File: config.mk
export PLATFORM = sky130hd
export DESIGN_NAME = debounced_press_led_blink_sequencer_top
export DESIGN_NICKNAME = d
export VERILOG_FILES = /design/src/rtl/core/dpls_pkg.sv /design/src/rtl/core/debounced_press_led_blink_sequencer_top.sv
export SDC_FILE = /design/constraint.sdc
export NUM_CORES = 1
export LEC_CHECK = 0
export ABC_AREA = 1
export ABC_CLOCK_PERIOD_IN_PS = 7600
export BUFFER_PORTS_ARGS = -buffer_cell sky130_fd_sc_hd__buf_4
export CAP_MARGIN = 0
export CORE_UTILIZATION = 38
export CTS_BUF_LIST = sky130_fd_sc_hd__clkbuf_8 sky130_fd_sc_hd__clkbuf_16
export DETAILED_ROUTE_END_ITERATION = 10
export GPL_TIMING_DRIVEN = 0
export PLACE_DENSITY_LB_ADDON = 0.25
export SYNTH_ARGS = -nofsm -noshare
export SYNTH_HDL_FRONTEND = slang
export SYNTH_SLANG_ARGS = --single-unit
File: constraint.sdc
create_clock -name clk -period 7.6 [get_ports clk]
set_input_delay 1.52 -clock clk [delete_from_list [all_inputs] [get_ports clk]]
set_output_delay 1.52 -clock clk [all_outputs]
set_load 0.02 [all_outputs]
File: src/rtl/core/dpls_pkg.sv
package dpls_pkg;

  typedef enum logic [6:0] {
    BTN_RESET = 7'b0000001,
    BTN_WAIT  = 7'b0000010,
    BTN_LATCH = 7'b0000100,
    BTN_DEB   = 7'b0001000,
    BTN_HELD  = 7'b0010000,
    BTN_LONG  = 7'b0100000,
    BTN_DONE  = 7'b1000000
  } btn_phase_t;

  typedef enum logic [5:0] {
    BLK_RESET  = 6'b000001,
    BLK_IDLE   = 6'b000010,
    BLK_SW_ON  = 6'b000100,
    BLK_ON     = 6'b001000,
    BLK_SW_OFF = 6'b010000,
    BLK_OFF    = 6'b100000
  } blk_phase_t;

  typedef struct packed {
    blk_phase_t  phase;
    logic [31:0] start;
    logic [7:0]  count;
    logic        level;
  } blink_t;

  localparam int unsigned CFG_IDX_W  = 4;
  localparam int unsigned CFG_DATA_W = 16;

  localparam logic [CFG_IDX_W-1:0] CFG_BOUNCE     = 4'd0;
  localparam logic [CFG_IDX_W-1:0] CFG_LONG_PRESS = 4'd1;
  localparam logic [CFG_IDX_W-1:0] CFG_FIRST_ON   = 4'd2;
  localparam logic [CFG_IDX_W-1:0] CFG_FIRST_OFF  = 4'd3;
  localparam logic [CFG_IDX_W-1:0] CFG_FIRST_CNT  = 4'd4;
  localparam logic [CFG_IDX_W-1:0] CFG_SECOND_ON  = 4'd5;
  localparam logic [CFG_IDX_W-1:0] CFG_SECOND_OFF = 4'd6;
  localparam logic [CFG_IDX_W-1:0] CFG_SECOND_CNT = 4'd7;

  localparam logic [7:0]  RST_BOUNCE     = 8'd7;
  localparam logic [15:0] RST_LONG_PRESS = 16'd1000;
  localparam logic [15:0] RST_FIRST_ON   = 16'd1000;
  localparam logic [15:0] RST_FIRST_OFF  = 16'd1000;
  localparam logic [7:0]  RST_FIRST_CNT  = 8'd15;
  localparam logic [15:0] RST_SECOND_ON  = 16'd1500;
  localparam logic [15:0] RST_SECOND_OFF = 16'd500;
  localparam logic [7:0]  RST_SECOND_CNT = 8'd2;

  function automatic blink_t blink_step(blink_t b, logic [31:0] now,
                                        logic [15:0] on_t, logic [15:0] off_t,
                                        logic [7:0] blinks);
    logic [31:0] elapsed;
    blink_t      n;
    elapsed = now - b.start;
    n = b;
    unique case (b.phase)
      BLK_RESET: begin
        n.count = 8'd0;
        n.phase = BLK_IDLE;
      end
      BLK_IDLE: begin
        n.phase = BLK_IDLE;
      end
      BLK_SW_ON: begin
        n.level = 1'b1;
        n.start = now;
        n.phase = BLK_ON;
      end
      BLK_ON: begin
        if (elapsed > {16'd0, on_t}) begin
          n.phase = BLK_SW_OFF;
        end
      end
      BLK_SW_OFF: begin
        n.count = b.count + 8'd1;
        n.start = now;
        n.level = 1'b0;
        n.phase = BLK_OFF;
      end
      BLK_OFF: begin
        if (b.count >= blinks) begin
          n.phase = BLK_RESET;
        end else if (elapsed > {16'd0, off_t}) begin
          n.phase = BLK_SW_ON;
        end
      end
      default: begin
        n.phase = BLK_RESET;
      end
    endcase
    return n;
  endfunction

endpackage

File: src/rtl/core/debounced_press_led_blink_sequencer_top.sv
// Debounced button press with two blinking LED sequencers.
// Input channel: one transaction per control-loop pass, carrying the button
// level (in_button_down) and a wrapping millisecond timestamp (in_now_ms).
// Result channel: one transaction per input transaction with both LED drive
// levels and a press_done pulse, in input order.
// Config channel: cfg_index selects a register (0..7), cfg_data carries its
// value in the low bits; cfg_ready is always high, indexes above 7 are dropped.
// Write configuration only while no transaction is in flight.
// An accepted transaction enters the input register, and its result then
// enters the result register. Throughput: one transaction per cycle while
// out_stall is low, set by the single compute pass between the two registers.
// A held result (out_stall high) keeps one more transaction in the input
// register; in_stall rises only when both registers are full.
// Reset (rst_n low at a clock edge) clears both pipeline stages, returns all
// machines to their reset phase with LEDs off and restores register defaults.
module debounced_press_led_blink_sequencer_top (
  input  logic                                 clk,
  input  logic                                 rst_n,
  input  logic                                 in_valid,
  output logic                                 in_stall,
  input  logic                                 in_button_down,
  input  logic [31:0]                          in_now_ms,
  output logic                                 out_valid,
  input  logic                                 out_stall,
  output logic                                 out_first_led,
  output logic                                 out_second_led,
  output logic                                 out_press_done,
  input  logic                                 cfg_valid,
  output logic                                 cfg_ready,
  input  logic [dpls_pkg::CFG_IDX_W-1:0]       cfg_index,
  input  logic [dpls_pkg::CFG_DATA_W-1:0]      cfg_data
);

  logic [7:0]  bounce_r;
  logic [15:0] long_press_r;
  logic [15:0] first_on_r;
  logic [15:0] first_off_r;
  logic [7:0]  first_cnt_r;
  logic [15:0] second_on_r;
  logic [15:0] second_off_r;
  logic [7:0]  second_cnt_r;

  logic        s1_valid_r;
  logic        s1_down_r;
  logic [31:0] s1_now_r;

  dpls_pkg::btn_phase_t btn_r, btn_nxt;
  logic [31:0]          press_start_r, press_start_nxt;
  dpls_pkg::blink_t     first_r, first_nxt, first_in;
  dpls_pkg::blink_t     second_r, second_nxt, second_in;
  logic                 done_nxt;
  logic [31:0]          held;

  logic out_valid_r;
  logic first_led_r;
  logic second_led_r;
  logic press_done_r;

  logic out_ready;
  logic adv;

  assign cfg_ready = 1'b1;

  always_ff @(posedge clk) begin
    if (!rst_n) begin
      bounce_r     <= dpls_pkg::RST_BOUNCE;
      long_press_r <= dpls_pkg::RST_LONG_PRESS;
      first_on_r   <= dpls_pkg::RST_FIRST_ON;
      first_off_r  <= dpls_pkg::RST_FIRST_OFF;
      first_cnt_r  <= dpls_pkg::RST_FIRST_CNT;
      second_on_r  <= dpls_pkg::RST_SECOND_ON;
      second_off_r <= dpls_pkg::RST_SECOND_OFF;
      second_cnt_r <= dpls_pkg::RST_SECOND_CNT;
    end else if (cfg_valid && cfg_ready) begin
      unique case (cfg_index)
        dpls_pkg::CFG_BOUNCE:     bounce_r     <= cfg_data[7:0];
        dpls_pkg::CFG_LONG_PRESS: long_press_r <= cfg_data;
        dpls_pkg::CFG_FIRST_ON:   first_on_r   <= cfg_data;
        dpls_pkg::CFG_FIRST_OFF:  first_off_r  <= cfg_data;
        dpls_pkg::CFG_FIRST_CNT:  first_cnt_r  <= cfg_data[7:0];
        dpls_pkg::CFG_SECOND_ON:  second_on_r  <= cfg_data;
        dpls_pkg::CFG_SECOND_OFF: second_off_r <= cfg_data;
        dpls_pkg::CFG_SECOND_CNT: second_cnt_r <= cfg_data[7:0];
        default: ;
      endcase
    end
  end

  assign out_ready = !out_valid_r || !out_stall;
  assign adv       = s1_valid_r && out_ready;
  assign in_stall  = s1_valid_r && !out_ready;

  always_ff @(posedge clk) begin
    if (!rst_n) begin
      s1_valid_r <= 1'b0;
    end else if (!s1_valid_r || adv) begin
      s1_valid_r <= in_valid;
    end
  end

  always_ff @(posedge clk) begin
    if (in_valid && !in_stall) begin
      s1_down_r <= in_button_down;
      s1_now_r  <= in_now_ms;
    end
  end

  assign held = s1_now_r - press_start_r;

  always_comb begin
    btn_nxt         = btn_r;
    press_start_nxt = press_start_r;
    done_nxt        = 1'b0;
    first_in        = first_r;
    second_in       = second_r;
    unique case (btn_r)
      dpls_pkg::BTN_RESET: begin
        btn_nxt = dpls_pkg::BTN_WAIT;
      end
      dpls_pkg::BTN_WAIT: begin
        if (s1_down_r) begin
          btn_nxt = dpls_pkg::BTN_LATCH;
        end
      end
      dpls_pkg::BTN_LATCH: begin
        press_start_nxt = s1_now_r;
        btn_nxt         = dpls_pkg::BTN_DEB;
      end
      dpls_pkg::BTN_DEB: begin
        if (!s1_down_r) begin
          btn_nxt = dpls_pkg::BTN_RESET;
        end else if (held > {24'd0, bounce_r}) begin
          btn_nxt = dpls_pkg::BTN_HELD;
        end
      end
      dpls_pkg::BTN_HELD: begin
        first_in.phase = dpls_pkg::BLK_SW_ON;
        if (held >= {16'd0, long_press_r}) begin
          btn_nxt = dpls_pkg::BTN_LONG;
        end else if (!s1_down_r) begin
          btn_nxt = dpls_pkg::BTN_DONE;
        end
      end
      dpls_pkg::BTN_LONG: begin
        second_in.phase = dpls_pkg::BLK_SW_ON;
        btn_nxt         = dpls_pkg::BTN_DONE;
      end
      dpls_pkg::BTN_DONE: begin
        done_nxt = 1'b1;
        btn_nxt  = dpls_pkg::BTN_RESET;
      end
      default: begin
        btn_nxt = dpls_pkg::BTN_RESET;
      end
    endcase
    first_nxt  = dpls_pkg::blink_step(first_in, s1_now_r, first_on_r, first_off_r,
                                      first_cnt_r);
    second_nxt = dpls_pkg::blink_step(second_in, s1_now_r, second_on_r, second_off_r,
                                      second_cnt_r);
  end

  always_ff @(posedge clk) begin
    if (!rst_n) begin
      btn_r         <= dpls_pkg::BTN_RESET;
      press_start_r <= 32'd0;
      first_r       <= '{phase: dpls_pkg::BLK_RESET, start: 32'd0, count: 8'd0,
                         level: 1'b0};
      second_r      <= '{phase: dpls_pkg::BLK_RESET, start: 32'd0, count: 8'd0,
                         level: 1'b0};
    end else if (adv) begin
      btn_r         <= btn_nxt;
      press_start_r <= press_start_nxt;
      first_r       <= first_nxt;
      second_r      <= second_nxt;
    end
  end

  always_ff @(posedge clk) begin
    if (!rst_n) begin
      out_valid_r <= 1'b0;
    end else if (out_ready) begin
      out_valid_r <= s1_valid_r;
    end
  end

  always_ff @(posedge clk) begin
    if (adv) begin
      first_led_r  <= first_nxt.level;
      second_led_r <= second_nxt.level;
      press_done_r <= done_nxt;
    end
  end

  assign out_valid      = out_valid_r;
  assign out_first_led  = first_led_r;
  assign out_second_led = second_led_r;
  assign out_press_done = press_done_r;

  a_held_keeps_led_on: assert property (@(posedge clk) disable iff (!rst_n)
    adv && btn_r == dpls_pkg::BTN_HELD |=>
      first_r.level && first_r.phase == dpls_pkg::BLK_ON)
    else $error("LED 1 not on after held pass");

  a_done_pulse: assert property (@(posedge clk) disable iff (!rst_n)
    adv && btn_r == dpls_pkg::BTN_DONE |=> out_valid_r && press_done_r)
    else $error("press_done missing after done phase");

  a_state_holds: assert property (@(posedge clk) disable iff (!rst_n)
    !adv |=> $stable(btn_r) && $stable(press_start_r) && $stable(first_r)
      && $stable(second_r))
    else $error("state moved without a transaction");

  a_stall_cause: assert property (@(posedge clk) disable iff (!rst_n)
    in_stall |-> s1_valid_r && out_valid_r && out_stall)
    else $error("input stalled with room in the pipeline");

  a_long_starts_second: assert property (@(posedge clk) disable iff (!rst_n)
    adv && btn_r == dpls_pkg::BTN_LONG |=>
      second_r.level && btn_r == dpls_pkg::BTN_DONE)
    else $error("long press did not start LED 2");

endmodule

## After elaboration in Yosys (flattened, before gate mapping)

Index checks and enable logic that the tools add are counted.

| storage, ports and cells | value |
|---|---|
| output and inout bits | 6 |
| register bits after elaboration | 275 |

| cells by class | value |
|---|---|
| magnitude comparators | 8 |
| muxes and demuxes | 21 |
| equality and inequality tests | 29 |
| add/sub/neg operators | 5 |
| reductions and logical operators | 31 |

Operator list:

| cell | number |
|---|---|
| > comparator 32 x 16 -> 1 bit | 4 |
| subtractor 32 bit | 3 |
| one-hot mux 6 bit (5 select lines) | 2 |
| two-way mux 6 bit | 8 |
| one-hot mux 7 bit (6 select lines) | 1 |
| two-way mux 7 bit | 5 |
| >= comparator 32 x 16 -> 1 bit | 1 |
| > comparator 32 x 8 -> 1 bit | 1 |
| one-hot mux 8 bit (2 select lines) | 2 |
| AND reduction 2 bit | 13 |
| adder 8 x 1 -> 8 bit, second input constant | 2 |
| equality test 4 x 3 -> 1 bit, second input constant | 4 |
| >= comparator 8 bit | 2 |
| equality test 6 x 1 -> 1 bit, second input constant | 2 |
| equality test 6 x 2 -> 1 bit, second input constant | 2 |
| equality test 6 x 3 -> 1 bit, second input constant | 2 |
| equality test 6 x 4 -> 1 bit, second input constant | 2 |
| equality test 6 x 5 -> 1 bit, second input constant | 2 |
| equality test 6 bit, second input constant | 2 |
| equality test 4 x 2 -> 1 bit, second input constant | 2 |
| OR reduction 2 bit | 4 |
| equality test 7 x 1 -> 1 bit, second input constant | 1 |
| equality test 7 x 2 -> 1 bit, second input constant | 1 |
| equality test 7 x 3 -> 1 bit, second input constant | 1 |
| 15 further kinds | 25 |

## Depth between registers and ports, before layout

Gate-level depths: netlist of run 1.

| logic depth | value |
|---|---|
| depth in word-level cells | 6 |
| gate-level depth with buffers | 23 |

## Worst setup path after synthesis of run 1

Ideal clock, no wire load.

| timing | value |
|---|---|
| path kind | in2out |
| start | in out_stall |
| end | out in_stall |
| stages on the path | 2 |
| path buffers | 0 |
| arrival time | 1.912 ns |
| path slack | 4.168 ns |
| path through | nand2_1 -> nor2_1 |

| on the way | value |
|---|---|
| longest elaborated chain between the ends | 4 |

RTL lines:

| element | RTL line | text |
|---|---|---|
| start: declaration | debounced_press_led_blink_sequencer_top.sv:24 | `input logic out_stall,` |
| logical NOT 1 bit | debounced_press_led_blink_sequencer_top.sv:89 | `assign out_ready = !out_valid_r \|\| !out_stall;` |
| logical OR 1 bit | debounced_press_led_blink_sequencer_top.sv:89 |  |
| logical NOT 1 bit | debounced_press_led_blink_sequencer_top.sv:91 | `assign in_stall = s1_valid_r && !out_ready;` |
| logical AND 1 bit | debounced_press_led_blink_sequencer_top.sv:91 |  |
| end: declaration | debounced_press_led_blink_sequencer_top.sv:20 | `output logic in_stall,` |

Every way passes these cells.

## Final worst setup path of run 1

| timing | value |
|---|---|
| start | reg s1_now_r[1] |
| end | reg first_r[44] (netlist name) |

| on the way | value |
|---|---|
| longest elaborated chain between the ends | 5 |
| elaborated cells between the ends (all ways) | 7 |

RTL lines:

| element | RTL line | text |
|---|---|---|
| start: declaration | debounced_press_led_blink_sequencer_top.sv:45 | `logic [31:0] s1_now_r;` |
| start signal: assignment | debounced_press_led_blink_sequencer_top.sv:104 | `s1_now_r <= in_now_ms;` |
| subtractor 32 bit * | dpls_pkg.sv:55 | `elapsed = now - b.start;` |
| > comparator 32 x 16 -> 1 bit | dpls_pkg.sv:84 | `end else if (elapsed > {16'd0, off_t}) begin` |
| two-way mux 6 bit | dpls_pkg.sv:84 |  |
| two-way mux 6 bit | dpls_pkg.sv:82 | `if (b.count >= blinks) begin` |
| one-hot mux 6 bit (5 select lines) * | dpls_pkg.sv:57 | `unique case (b.phase)` |
| end signal: assignment | debounced_press_led_blink_sequencer_top.sv:166 | `first_r <= '{phase: dpls_pkg::BLK_RESET, start: 32'd0, count: 8'd0,` |
| end signal: assignment | debounced_press_led_blink_sequencer_top.sv:173 | `first_r <= first_nxt;` |
| end: declaration | debounced_press_led_blink_sequencer_top.sv:49 | `dpls_pkg::blink_t first_r, first_nxt, first_in;` |

Every way passes the cells marked *; elsewhere a longest branch is shown, timed or not.
A chain may end at the register's enable or synchronous reset.

==> results of run 1 <==
synthesized netlist by cell type, types with 2 or more instances:
| cell | instances |
|---|---|
| clkbuf_1 | 57 |
| nor3_1 | 23 |
| a31oi_1 | 5 |
| nor2_4 | 3 |
| o21ai_0 | 223 |
| nand2_4 | 2 |
| inv_1 | 461 |
| o21ai_1 | 3 |
| nand4_1 | 35 |
| xnor2_1 | 4 |
| a211oi_1 | 7 |
| edfxtp_1 | 36 |
| o211ai_1 | 21 |
| o21a_1 | 13 |
| o21bai_1 | 8 |
| xor2_1 | 54 |
| inv_2 | 8 |
| nor3_2 | 3 |
| nand3_1 | 84 |
| a21boi_0 | 2 |
| ha_1 | 199 |
| nand2_2 | 9 |
| or3_1 | 2 |
| nor4_1 | 6 |
| dfxtp_1 | 239 |
| nand3b_1 | 14 |
| and2_1 | 4 |
| nor2_2 | 3 |
| fa_1 | 3 |
| or2_0 | 2 |
| nand2_1 | 655 |
| o21ai_2 | 2 |
| nand3_2 | 3 |
| o221ai_1 | 6 |
| nor3b_1 | 3 |
| a21oi_1 | 339 |
| o2111ai_1 | 2 |
| nor2_1 | 232 |
| a21o_1 | 10 |
| buf_1 | 2 |
area by class of cell:
type	count	area [um^2]
well taps	664	831
plain buffers	61	234
clock buffers	39	931
inverters	471	1770
repair buffers	61	458
clock inverters	23	225
multi-input cells	1991	11000
fillers	5133	27600
flip-flops and latches	275	5870
power by group through the flow:
stage / Combinational, mW / Clock (mW) / Sequential [mW]
6_report: 0.702 / 1.68 / 1.54
5_1_grt: 0.795 / 1.77 / 1.54
4_1_cts: 0.698 / 1.71 / 1.54
3_5_place_dp: 0.693 / 0 / 1.57
3_3_place_gp: 0.677 / 0 / 1.57
2_1_floorplan: 0.481 / 0 / 1.55
flip-flops by register name, indices dropped and copies added (netlist names), 32 cells and up:
register / count
first_in: 41
s1_now_r: 32
second_in: 41
press_start_r: 32
stage by stage:
stage / cell area (um^2) / util (%) / cells / power (mW)
4_1_cts: 21300 / 43.6 / 3585 / 3.95
3_5_place_dp: 20200 / 41.2 / 3523 / 2.27
5_1_grt: 21300 / 43.6 / 3585 / 4.11
3_3_place_gp: 20200 / 41.2 / 3523 / 2.25
2_1_floorplan: 18900 / - / 2798 / 2.04
6_report: 21300 / 43.6 / 3585 / 3.92
kinds of logic after synthesis:
kind of cell / count (synthesis) / share of synthesized area, %
flops: 275 / 31.1
compound gates: 644 / 18.1
xor+xnor: 58 / 2.69
other cells: 1 / 0.0199
simple gates: 1086 / 24.0
buf+inv: 532 / 10.6
fa+ha+maj: 202 / 13.5
worst max path at each step:
| stage | end | depth (start not counted) | start |
|---|---|---|---|
| global route | first_r[44]$_SDFFE_PN0P_ | 18 | s1_now_r[1]$_DFFE_PP_ |
| global placement | first_r[44]$_SDFFE_PN0P_ | 18 | s1_now_r[1]$_DFFE_PP_ |
| detailed placement | first_r[44]$_SDFFE_PN0P_ | 18 | s1_now_r[1]$_DFFE_PP_ |
| floorplan | in_stall | 2 | out_stall |
| CTS | first_r[44]$_SDFFE_PN0P_ | 18 | s1_now_r[1]$_DFFE_PP_ |
| finish | first_r[44]$_SDFFE_PN0P_ | 18 | s1_now_r[1]$_DFFE_PP_ |
per-layer routing:
| layer | part of all wire, % | vias up | wire length (um) | global-route usage, % |
|---|---|---|---|---|
| met5 | 0 | - | 0 | 0 |
| met4 | 4.0 | 0 | 2340 | 10.1 |
| met3 | 4.7 | 107 | 2750 | 2.54 |
| met2 | 45 | 458 | 26500 | 38.4 |
| met1 | 46 | 8367 | 27200 | 30.9 |
| li1 | - | 9308 | - | - |
worst max-delay path: cells and delay by family (launching register included):
family | cells | cell delay (ps)
fa+ha+maj | 2 | 800
buf+inv | 1 | 220
simple gates | 9 | 900
xor+xnor | 1 | 350
compound gates | 5 | 1510
flops | 1 | 730
==> flow_summary_export.csv, run 1 <==
group,metric,value,unit
floorplanning,dieArea,50600,um^2
detailed_routing,drt_iter0_drc,1191,
clock_network,clk_pin_slew,60,ps
synthesis,netlist_instances,2798,
setup_path,reg2regPathDepth,18,
layout,syn2layout_area_growth,12.9,%
job,cap_violations,0,
timing,fin_ws,3010,ps
synthesis,synth_seq_cells,275,
detailed_routing,via_per_inst,5.09,
timing,slew_violations,0,
setup_path,critPathLaunchType,"flip-flop",
global_routing,antenna_found_initial,1,
detailed_routing,firstDrtPassIters,8,
floorplanning,die_h,225,um
synthesis,yosysSeqAreaShare,31.1,%
global_routing,grt.overflow.total,0,
setup_path,cpMostUsedCell,"nand2_1",
clock_network,cts_buffers,34,
setup_path,critPathCaptureType,"flip-flop",
setup_path,critPathSlowestCell,"edfxtp_1",
clock_network,cts_max_level,2,
synthesis,netlist_area,18900,um^2
clock_network,ctsResizeCount,0,
layout,final_common_cell,"nand2_1",
layout,final_cell_mix,"655 x nand2_1, 465 x inv_1, 339 x a21oi_1, 239 x dfxtp_1, 232 x nor2_1",
detailed_routing,wl,58.8,mm
min_path,holdCritPathClass,"reg2reg",
timing,layout_min_cycle_time,4590,ps
setup_path,crit_chain,"inv_1 > fa_1 > o21ai_0 > nand2_1 > nand2_1 > nand2_1 > nand2_1 > xor2_1 > ha_1 > nand2_1 > nor2_1 > a211oi_1 > o221ai_1 > o21ai_0 > nand4_1 > nand2_1 > nand2_1 > a21oi_1",
clock_network,cts_tree,"done",
floorplanning,rows,81,
pwr,power_frac_clock,42.7,%
setup_path,r2r_start,"s1_now_r[1]$_DFFE_PP_",
pwr,switching_share,30.2,%
min_path,min_path_cells,2,
placed_design,gp_congestion,0.929,
timing,clock_skew,26.6,ps
timing,finalCritPeriodShare,60.4,%
min_path,hold-path-endpoint,"press_start_r[21]$_SDFFE_PN0P_",
floorplanning,die_x,225,um
timing,setup_violations,0,
pwr,comb_power_share,17.9,%
placed_design,numPortBuffers,61,
floorplanning,start_util,38.6,%
outcome,status,"finished clean",
layout,final_nets,3155,
synthesis,yosysUniqueCellTypes,51,
pwr,internal_power,2.74,mW
timing,timing.fmax,0.218,GHz
floorplanning,core,49000,um^2
clock_network,clockBufferDepth,3,
timing,worst_hold_slack,458,ps
synthesis,synth_top_area_share,25.3,%
clock_network,clockRootBuffer,"clkbuf_16",
detailed_routing,wl_per_cell,16.4,um
pwr,power.leakage,9.75,nW
global_routing,grt_pass1_vias,17100,
synthesis,synth_warnings,0,
floorplanning,pin_count,64,
pwr,p_seq_share,39.4,%
clock_network,numClockSinks,275,
timing,slew_headroom,23.1,%
timing,worstMarginPinSlew,1150,ps
synthesis,synth-edff-count,36,
setup_path,cp_data_required_time,8080,ps
synthesis,synthFlopType,"dfxtp_1",
setup_path,slowest_delay,730,ps
timing,totalNegativeSetupSlack,0,ps
global_routing,grt_max_degree,34,
layout,layout-drive-gt1-share,5.34,%
setup_path,crit_type,"reg2reg",
global_routing,grt_pass1_wl,92.1,mm
synthesis,yosys.area.top_type,"dfxtp_1",
detailed_routing,route.vias.total,18200,
setup_path,r2r_end,"first_r[44]$_SDFFE_PN0P_",
pwr,p_switching,1.18,mW
placed_design,place_ws,3000,ps
layout,diodes,0,
synthesis,async_flop_share,0,%
synthesis,syn_nets,3058,
synthesis,synth_area_leaders,"dfxtp_1 25%, ha_1 13%, nand2_1 13%, inv_1 9.2%, a21oi_1 9.0%",
setup_path,arrival,5070,ps
clock_network,cts_setup_buffers,0,
synthesis,avgSynthCellArea,6.75,um^2
setup_path,regToRegSetupSlack,3010,ps
pwr,cellPowerDensity,184,nW/um^2
global_routing,grt.total_usage,23.4,%
setup_path,cp_max_fo,8,
pwr,ir_drop,0.144,mV
clock_network,cts_hold_buf,0,
min_path,hold_start,"press_start_r[21]$_SDFFE_PN0P_",
timing,hold_viol,0,
detailed_routing,route.antenna.remaining_nets,0,
clock_network,clock_latency,560,ps
detailed_routing,drcViolationCount,0,
placed_design,hpwl,47.3,mm
timing,rsz0062_at_grt,"no",
(Power assumes the default switching activity.)
==> run 2, diff against run 1 <==
--- a/config.mk
+++ b/config.mk
@@ -5,8 +5,8 @@
 export SDC_FILE = /design/constraint.sdc
 export NUM_CORES = 1
 export LEC_CHECK = 0
-export ABC_AREA = 1
-export ABC_CLOCK_PERIOD_IN_PS = 7600
+export ABC_AREA = 0
+export ABC_CLOCK_PERIOD_IN_PS = 3950
 export BUFFER_PORTS_ARGS = -buffer_cell sky130_fd_sc_hd__buf_4
 export CAP_MARGIN = 0
 export CORE_UTILIZATION = 38
==> constraint.sdc (replaced) <==
create_clock -name clk -period 3.95 [get_ports clk]
set_input_delay 0.79 -clock clk [delete_from_list [all_inputs] [get_ports clk]]
set_output_delay 0.79 -clock clk [all_outputs]
set_load 0.02 [all_outputs]
==> flow_summary_export.csv, run 2 <==
group,metric,value,unit
outcome,violations,"setup timing",
floorplanning,start_util,38.5,%
setup_path,path_depth,17,
detailed_routing,wl_per_cell,18.4,um
floorplanning,die_h,224,um
global_routing,grt.overflow.total,0,
setup_path,crit_type,"reg2reg",
detailed_routing,firstDrtPassIters,6,
layout,fin_util,46.2,%
setup_path,reg2regPathDepth,17,
synthesis,async_flop_share,0,%
timing,worstMarginPinSlew,1110,ps
clock_network,numClockSinks,275,
pwr,power.leakage,8.61,nW
synthesis,synth_xor_area_share,3.64,%
detailed_routing,wl,59.2,mm
synthesis,avgSynthCellArea,7.89,um^2
min_path,holdCritPathClass,"in2reg",
placed_design,dp.cells,3099,
synthesis,synth_fa_ha_area_share,13.6,%
synthesis,synth_top_area_share,25.5,%
global_routing,antenna_found_initial,0,
synthesis,yosysMostFrequentCell,"nand2_1",
timing,clock_skew,16.7,ps
pwr,switching_share,29.4,%
setup_path,slowest_delay,500,ps
global_routing,grt_pass1_wl,91.7,mm
setup_path,crit_chain,"inv_2 > ha_4 > inv_2 > fa_2 > a211oi_4 > o21ai_2 > xor2_2 > ha_1 > a21o_1 > a21oi_2 > nand4b_1 > a211oi_2 > or4b_4 > o41ai_4 > and4bb_4 > nor2_4 > o211a_1",
global_routing,grt.total_usage,23.3,%
synthesis,synth_top_family_by_area,"compound AO/OA/AOI/OAI gates",
synthesis,netlist_instances,2381,
placed_design,dpl_cell_area,20000,um^2
timing,fin_ws,-355,ps
clock_network,clockBufferDepth,3,
pwr,internal_power,5.33,mW
clock_network,cts_buffers,36,
pwr,cellPowerDensity,335,nW/um^2
setup_path,cp.buffers_inverters,2,
synthesis,synth_area_leaders,"dfxtp_1 25%, ha_1 13%, nand2_1 7.5%, a21oi_1 6.8%, edfxtp_1 5.8%",
floorplanning,dieArea,50300,um^2
global_routing,grt_pass1_vias,16700,
timing,rsz0062_at_grt,"yes",
setup_path,cp_data_required_time,4390,ps
timing,hold_viol,0,
synthesis,synth_simple_gate_area_share,20.4,%
layout,final_common_cell,"nand2_1",
synthesis,ys_top_cells_by_count,"375 x nand2_1, 257 x a21oi_1, 239 x dfxtp_1",
layout,syn2layout_area_growth,20.0,%
clock_network,clockRootBuffer,"clkbuf_16",
layout,post_layout_nonfiller_instances,3224,
min_path,min_path_cells,1,
detailed_routing,drt_iter0_drc,1287,
floorplanning,pin_count,64,
job,cap_violations,0,
synthesis,syn_nets,2641,
synthesis,yosysUniqueCellTypes,96,
placed_design,numPortBuffers,53,
pwr,comb_power_share,18.5,%
placed_design,place_ws,-1110,ps
setup_path,critPathLaunchType,"flip-flop",
synthesis,netlist_area,18800,um^2
layout,final_nets,2794,
outcome,status,"finished, violations left",
synthesis,synth-edff-count,36,
pwr,p_seq_share,38.9,%
setup_path,critPathCaptureType,"flip-flop",
layout,final_cell_mix,"373 x nand2_1, 241 x a21oi_1, 239 x dfxtp_1, 218 x inv_1, 175 x ha_1",
layout,layout-drive-gt1-share,13.8,%
layout,diodes,0,
detailed_routing,route.vias.total,17700,
clock_network,cts_max_level,2,
timing,slew_violations,0,
detailed_routing,via_per_inst,5.48,
setup_path,critPathSlowestCell,"or4b_4",
synthesis,yosys.area.top_type,"dfxtp_1",
placed_design,hpwl,44.7,mm
detailed_routing,route.antenna.remaining_nets,0,
setup_path,cpMostUsedCell,"inv_2",
clock_network,cts_tree,"done",
placed_design,gp_congestion,0.923,
detailed_routing,drcViolationCount,0,
pwr,ir_drop,0.312,mV
timing,finalCritPeriodShare,109,%
setup_path,cp_max_fo,6,
timing,slew_headroom,25.7,%
synthesis,synth_warnings,0,
synthesis,synth_compound_area_share,21.8,%
timing,layout_min_cycle_time,4300,ps
floorplanning,die_x,224,um
synthesis,yosysSeqAreaShare,31.2,%
clock_network,clock_latency,560,ps
synthesis,synthFlopType,"dfxtp_1",
pwr,p_switching,2.22,mW
floorplanning,rows,81,
global_routing,grt_max_degree,21,
setup_path,critical_path.top_delay_family,"compound AO/OA/AOI/OAI gates",
synthesis,synth_seq_cells,275,
floorplanning,core,48800,um^2
pwr,power_frac_clock,42.6,%
timing,totalNegativeSetupSlack,-2930,ps
clock_network,clk_pin_slew,60,ps
synthesis,muxShareOfSynthArea,2.79,%
timing,setup_violations,12,
layout,post-route-cell-area,22600,um^2
setup_path,arrival,4750,ps
timing,timing.fmax,0.232,GHz
==> run 2: what timing repair did <==
action / CTS / global route
pin swaps: 42 / 62
cloned: 0 / 0
hold buffers: 0 / 0
endpoints found under the setup margin: 15 / 15
setup buffers: 44 / 24
gates resized for setup: 93 / 68
==> run 2: stage by stage <==
stage	hold slack, ps	power (mW)
3_5_place_dp	447	4.18
4_1_cts	387	7.53
6_report	406	7.56
2_1_floorplan	436	3.79
5_1_grt	401	7.86
3_3_place_gp	443	4.16
==> run 2: cells by family (layout without fill, tap and decap cells) <==
group / count (synthesis) / after routing
simple gates: 811 / 811
buf+inv: 322 / 501
flops: 275 / 275
mux: 52 / 52
other cells: 1 / 1
compound gates: 640 / 640
xor+xnor: 78 / 78
fa+ha+maj: 202 / 202
==> run 2: worst paths after layout <==
kind	from	endpoint	slack [ps]
setup / recovery	s1_now_r[0]$_DFFE_PP_	btn_r[6]$_SDFFE_PN0P_	-350
hold / removal	in_now_ms[3]	s1_now_r[3]$_DFFE_PP_	410
setup reg to reg	s1_now_r[0]$_DFFE_PP_	btn_r[6]$_SDFFE_PN0P_	-350
hold reg to reg	second_on_r[13]$_SDFFE_PN0P_	second_on_r[13]$_SDFFE_PN0P_	450
==> run 2: final cells by class <==
class	instances	area [um^2]
Clock buffer	41	970
Timing Repair Buffer	121	951
Clock inverter	23	184
Buffer	102	417
Inverter	214	803
Sequential cell	275	5870
Fill cell	4860	26300
Tap cell	664	831
Multi-Input combinational cell	1784	12500
==> run 2: power by group through the flow <==
stage | clock [mW] | combinational [mW] | sequential, mW
after floorplan | 0 | 0.813 | 2.98
after global placement | 0 | 1.14 | 3.02
after detailed placement | 0 | 1.17 | 3.02
after CTS | 3.29 | 1.30 | 2.94
after global routing | 3.39 | 1.53 | 2.95
final | 3.22 | 1.40 | 2.94
==> run 2: metal layers <==
| layer | GRT usage [%] | up-vias | part of all wire [%] | wire [um] |
|---|---|---|---|---|
| met5 | 0 | - | 0 | 0 |
| li1 | - | 8715 | - | - |
| met3 | 2.57 | 87 | 4.8 | 2830 |
| met1 | 31.2 | 8401 | 46 | 27300 |
| met2 | 38.1 | 475 | 45 | 26900 |
| met4 | 9.13 | 0 | 3.7 | 2200 |
